--- src/design/bgr_pkg.sv ---
`timescale 1ns / 1ps
// ----------------------------------------------------------------------------
// bgr_pkg
// Shared codes, widths and types of the bitmap glyph renderer.
// ----------------------------------------------------------------------------
package bgr_pkg;

  // Width of the font addresses and glyph offsets on the command port.
  localparam int ADDR_IN_W = 12;

  // Command codes.
  localparam logic [1:0] CMD_LOAD_DESC = 2'd0;
  localparam logic [1:0] CMD_LOAD_BYTE = 2'd1;
  localparam logic [1:0] CMD_DRAW      = 2'd2;

  // Configuration register indexes.
  localparam logic [1:0] CFG_FIRST_CODE  = 2'd0;
  localparam logic [1:0] CFG_LAST_CODE   = 2'd1;
  localparam logic [1:0] CFG_SPACE_WIDTH = 2'd2;

  // Result kinds.
  localparam logic KIND_ROW    = 1'b0;
  localparam logic KIND_CURSOR = 1'b1;

  localparam logic [7:0] SPACE_CODE = 8'd32;

  // Request to the address reduction unit.
  typedef struct packed {
    logic                 go;
    logic [ADDR_IN_W-1:0] value;
  } red_req_t;

endpackage

--- src/design/bgr_addr_reduce.sv ---
`timescale 1ns / 1ps
// ----------------------------------------------------------------------------
// bgr_addr_reduce
// Iterative reduction of a command-port address modulo the font size.
// ----------------------------------------------------------------------------
module bgr_addr_reduce #(
  parameter int FONT_BYTES = 4096
) (
  input  logic                          clk,
  input  logic                          rst_n,
  input  bgr_pkg::red_req_t             req,
  output logic                          done,
  output logic [$clog2(FONT_BYTES)-1:0] result
);
  import bgr_pkg::*;

  localparam int FA_W   = $clog2(FONT_BYTES);
  localparam int RED_W  = (FA_W + 1 > 13) ? FA_W + 1 : 13;
  localparam int STEPS0 = $clog2((1 << ADDR_IN_W) / FONT_BYTES + 1);
  localparam int STEPS  = (STEPS0 < 1) ? 1 : STEPS0;
  localparam int K_W    = (STEPS > 1) ? $clog2(STEPS) : 1;

  logic [RED_W-1:0] val_r, val_nxt;
  logic [K_W-1:0]   k_r, k_nxt;
  logic             busy_r, busy_nxt;
  logic             done_r, done_nxt;
  logic [RED_W-1:0] modulus;

  // One restoring step per cycle: subtract the modulus scaled by 2^k if it fits.
  assign modulus = RED_W'(FONT_BYTES) << k_r;

  always_comb begin
    val_nxt  = val_r;
    k_nxt    = k_r;
    busy_nxt = busy_r;
    done_nxt = 1'b0;
    if (req.go) begin
      val_nxt  = RED_W'(req.value);
      k_nxt    = K_W'(STEPS - 1);
      busy_nxt = 1'b1;
    end else if (busy_r) begin
      if (val_r >= modulus) begin
        val_nxt = val_r - modulus;
      end
      if (k_r == '0) begin
        busy_nxt = 1'b0;
        done_nxt = 1'b1;
      end else begin
        k_nxt = k_r - K_W'(1);
      end
    end
  end

  always_ff @(posedge clk) begin
    if (!rst_n) begin
      busy_r <= 1'b0;
      done_r <= 1'b0;
    end else begin
      busy_r <= busy_nxt;
      done_r <= done_nxt;
    end
  end

  always_ff @(posedge clk) begin
    val_r <= val_nxt;
    k_r   <= k_nxt;
  end

  assign done   = done_r;
  assign result = val_r[FA_W-1:0];

endmodule

--- config.mk ---
export PLATFORM = sky130hd
export DESIGN_NAME = bgr_addr_reduce
export DESIGN_NICKNAME = d
export VERILOG_FILES = /design/src/design/bgr_pkg.sv /design/src/design/bgr_addr_reduce.sv
export SDC_FILE = /design/constraint.sdc
export NUM_CORES = 1
export LEC_CHECK = 0
export BUFFER_PORTS_ARGS = -buffer_cell sky130_fd_sc_hd__clkbuf_2
export CORE_MARGIN = 4
export CORE_UTILIZATION = 49
export CTS_BUF_LIST = sky130_fd_sc_hd__clkbuf_16
export DETAILED_ROUTE_END_ITERATION = 12
export GPL_ROUTABILITY_DRIVEN = 0
export MAX_ROUTING_LAYER = met4
export PLACE_DENSITY = 0.81
export SLEW_MARGIN = 0
export SYNTH_ARGS = -nofsm -noshare
export SYNTH_HDL_FRONTEND = slang
export SYNTH_SLANG_ARGS = --single-unit
--- constraint.sdc ---
create_clock -name clk -period 1.48 [get_ports clk]
set_input_delay 0.074 -clock clk [delete_from_list [all_inputs] [get_ports clk]]
set_output_delay 0.074 -clock clk [all_outputs]
set_load 0.1 [all_outputs]
==> results.yml <==
run_status:
  status: "finished clean"
synthesis:
  yosys.area.top_type: "edfxtp_1"
  async_flop_share_pct: 0
  synth_nets: 61
  synthTopCellsByArea: "edfxtp_1 51%, buf_4 13%, mux2_2 9.6%"
  synth_edf_count: 12
  yosysSeqAreaShare_pct: 59.9
  ys.flop_type: "edfxtp_1"
  yosysWarnings: 0
  ys_seq_elements: 15
  synth_top_area_share_pct: 51.3
  yosysUniqueCellTypes: 12
  syn_avg_cell_area_sq_um: 15.3
  synth_commonest_cells: "12 x buf_4, 12 x edfxtp_1, 6 x mux2_2, 4 x and2_1"
  syn-instance-count: 46
  synth_area_sq_um: 702
grt:
  grt_antenna_before_repair: 0
  grt_usage_pct: 12.6
  grt_pass1_vias: 374
  grt_pass1_wl_mm: 1.65
  grt-ovfl-total: 0
  grt_max_degree: 20
finish:
  diodes: 0
  nNetsFinal: 78
  syn2layout_area_growth_pct: 16.2
  nFillCells: 104
  fin_cells: 77
  drive_above_1_share_pct: 64.5
min_path:
  worstHoldPathType: "in -> reg"
setup_path:
  slowest_delay_ns: 0.47
  crit_fanout: 2
  arrival_ns: 1.08
  slowest_stage: "clkbuf_2"
  cp.buffers_inverters: 1
  critPathTopFamily: "buffers and inverters"
  endpoint_kind: "output port"
  criticalPathCategory: "reg -> out"
  crit_chain: "clkbuf_2"
  start_kind: "register"
  required_ns: 1.41
flow_run:
  cap_violations: 0
die:
  ios: 28
  initial_core_util_pct: 53.3
  dieHeight_um: 45.9
  row_count: 13
  core_region_area_sq_um: 1320
  die_w_um: 45.9
  die_area_sq_um: 2100
timing:
  slew_headroom_pct: 63.9
  tns_ns: 0
  rsz0062_at_grt: "false"
  period_needed_ns: 1.16
  fin_crit_sh_pct: 78.1
  setup_ws_ns: 0.324
  tightestPinTransition_ns: 0.544
  clock.fmax_mhz: 865
  clock_skew_ns: 0.00235
  finalHoldViolCount: 0
  drv_slew: 0
  setup-violations-final: 0
pwr:
  sw_frac_of_total_pct: 29.6
  p_sw_w: 0.000380
  ir_drop_uv: 729
  pwr-share-comb_pct: 20.9
  p_int_w: 0.000904
  p_clk_share_pct: 40.1
  p_total_w: 0.00128
  power_density_nw_per_um2: 1570
  power_leakage_nw: 0.370
  p_seq_share_pct: 39.1
clock_tree:
  cts-root-buf: "clkbuf_16"
  ctsResizeCount: 0
  htreeDepth: 1
  clk_pin_slew_worst_paths_ns: 0.05
  clk_path_buf_depth: 2
  clk_latency_ns: 0.24
  cts_hold_buf: 0
  post_cts_buffers: 0
  cts_num_sinks: 15
  cts_tree: "built"
  numCtsBuffers: 3
place:
  port_buffers: 27
  place_ws_ns: 0.363
  dpl.cell_count: 73
  hpwl_um: 803
drt:
  drt-total-wl_mm: 1.07
  drtIter0Drc: 16
  ant_nets: 0
  drtPass1Iterations: 2
  vias: 365
  remaining_drc_errors: 0
  routed_via_density: 4.74
  routedWlPerCell_um: 13.8
[routing by layer]
metal  global-route usage, %  share of wire, %
met3                    3.95               6.7
met5                       -                 0
met4                    11.9               3.4
met1                    12.1                36
met2                    19.5                54
[cell type report]
cell class | instances | area, sq um | share of cell area [%]
Sequential cell | 15 | 420 | 51.5
Clock inverter | 1 | 5.00 | 0.613
Timing Repair Buffer | 27 | 135 | 16.6
Multi-Input combinational cell | 16 | 161 | 19.8
Tap cell | 15 | 18.8 | 2.30
Clock buffer | 3 | 75.1 | 9.20
[cells in the final DEF, fill, tap and decap left out]
cell type	instances
clkbuf_2	27
edfxtp_1	12
mux2_2	6
and2_1	4
mux2_4	3
dfxtp_1	3
clkbuf_16	3
a21o_1	1
and3b_1	1
nor3b_1	1
clkinv_2	1
[cell families (layout without fill, tap and decap cells)]
logic type | after synthesis | in the layout | share of synthesized area, %
flip-flops | 15 | 15 | 59.9
AND/OR/NAND/NOR | 6 | 6 | 5.88
multiplexers | 9 | 9 | 16.0
AO/OA/AOI/OAI | 1 | 1 | 1.07
buffers and inverters | 15 | 31 | 17.1
[power groups by stage]
| stage | registers (W) | clock network [W] | logic (W) |
|---|---|---|---|
| 2_1_floorplan | 0.000510 | 0 | 0.000260 |
| 3_3_place_gp | 0.000509 | 0 | 0.000267 |
| 3_5_place_dp | 0.000510 | 0 | 0.000270 |
| 4_1_cts | 0.000502 | 0.000521 | 0.000270 |
| 5_1_grt | 0.000504 | 0.000545 | 0.000277 |
| 6_report | 0.000502 | 0.000515 | 0.000268 |
[registers in the layout (all words and copies together) (netlist names)]
signal	flops
val_r	13
busy_r	1
done	1
[final timing paths]
kind / startpoint / to / slack (ns) / cells past startpoint
hold reg to reg: busy_r / val_r[12] / 0.45 / 1
hold / removal: rst_n / busy_r / 0.06 / 2
setup reg to reg: busy_r / val_r[10] / 0.47 / 1
setup / recovery: val_r[8] / result[8] / 0.32 / 1
[stage by stage]
step           instance area, sq um  hold WS (ns)  utilization, %
6_report                        816        0.0612            61.9
5_1_grt                         816        0.0809            61.9
4_1_cts                         816        0.0580            61.9
3_5_place_dp                    736         0.303            55.8
3_3_place_gp                    736         0.306            55.8
2_1_floorplan                   702         0.201               -
No activity file was read; power rests on OpenSTA's default activity.
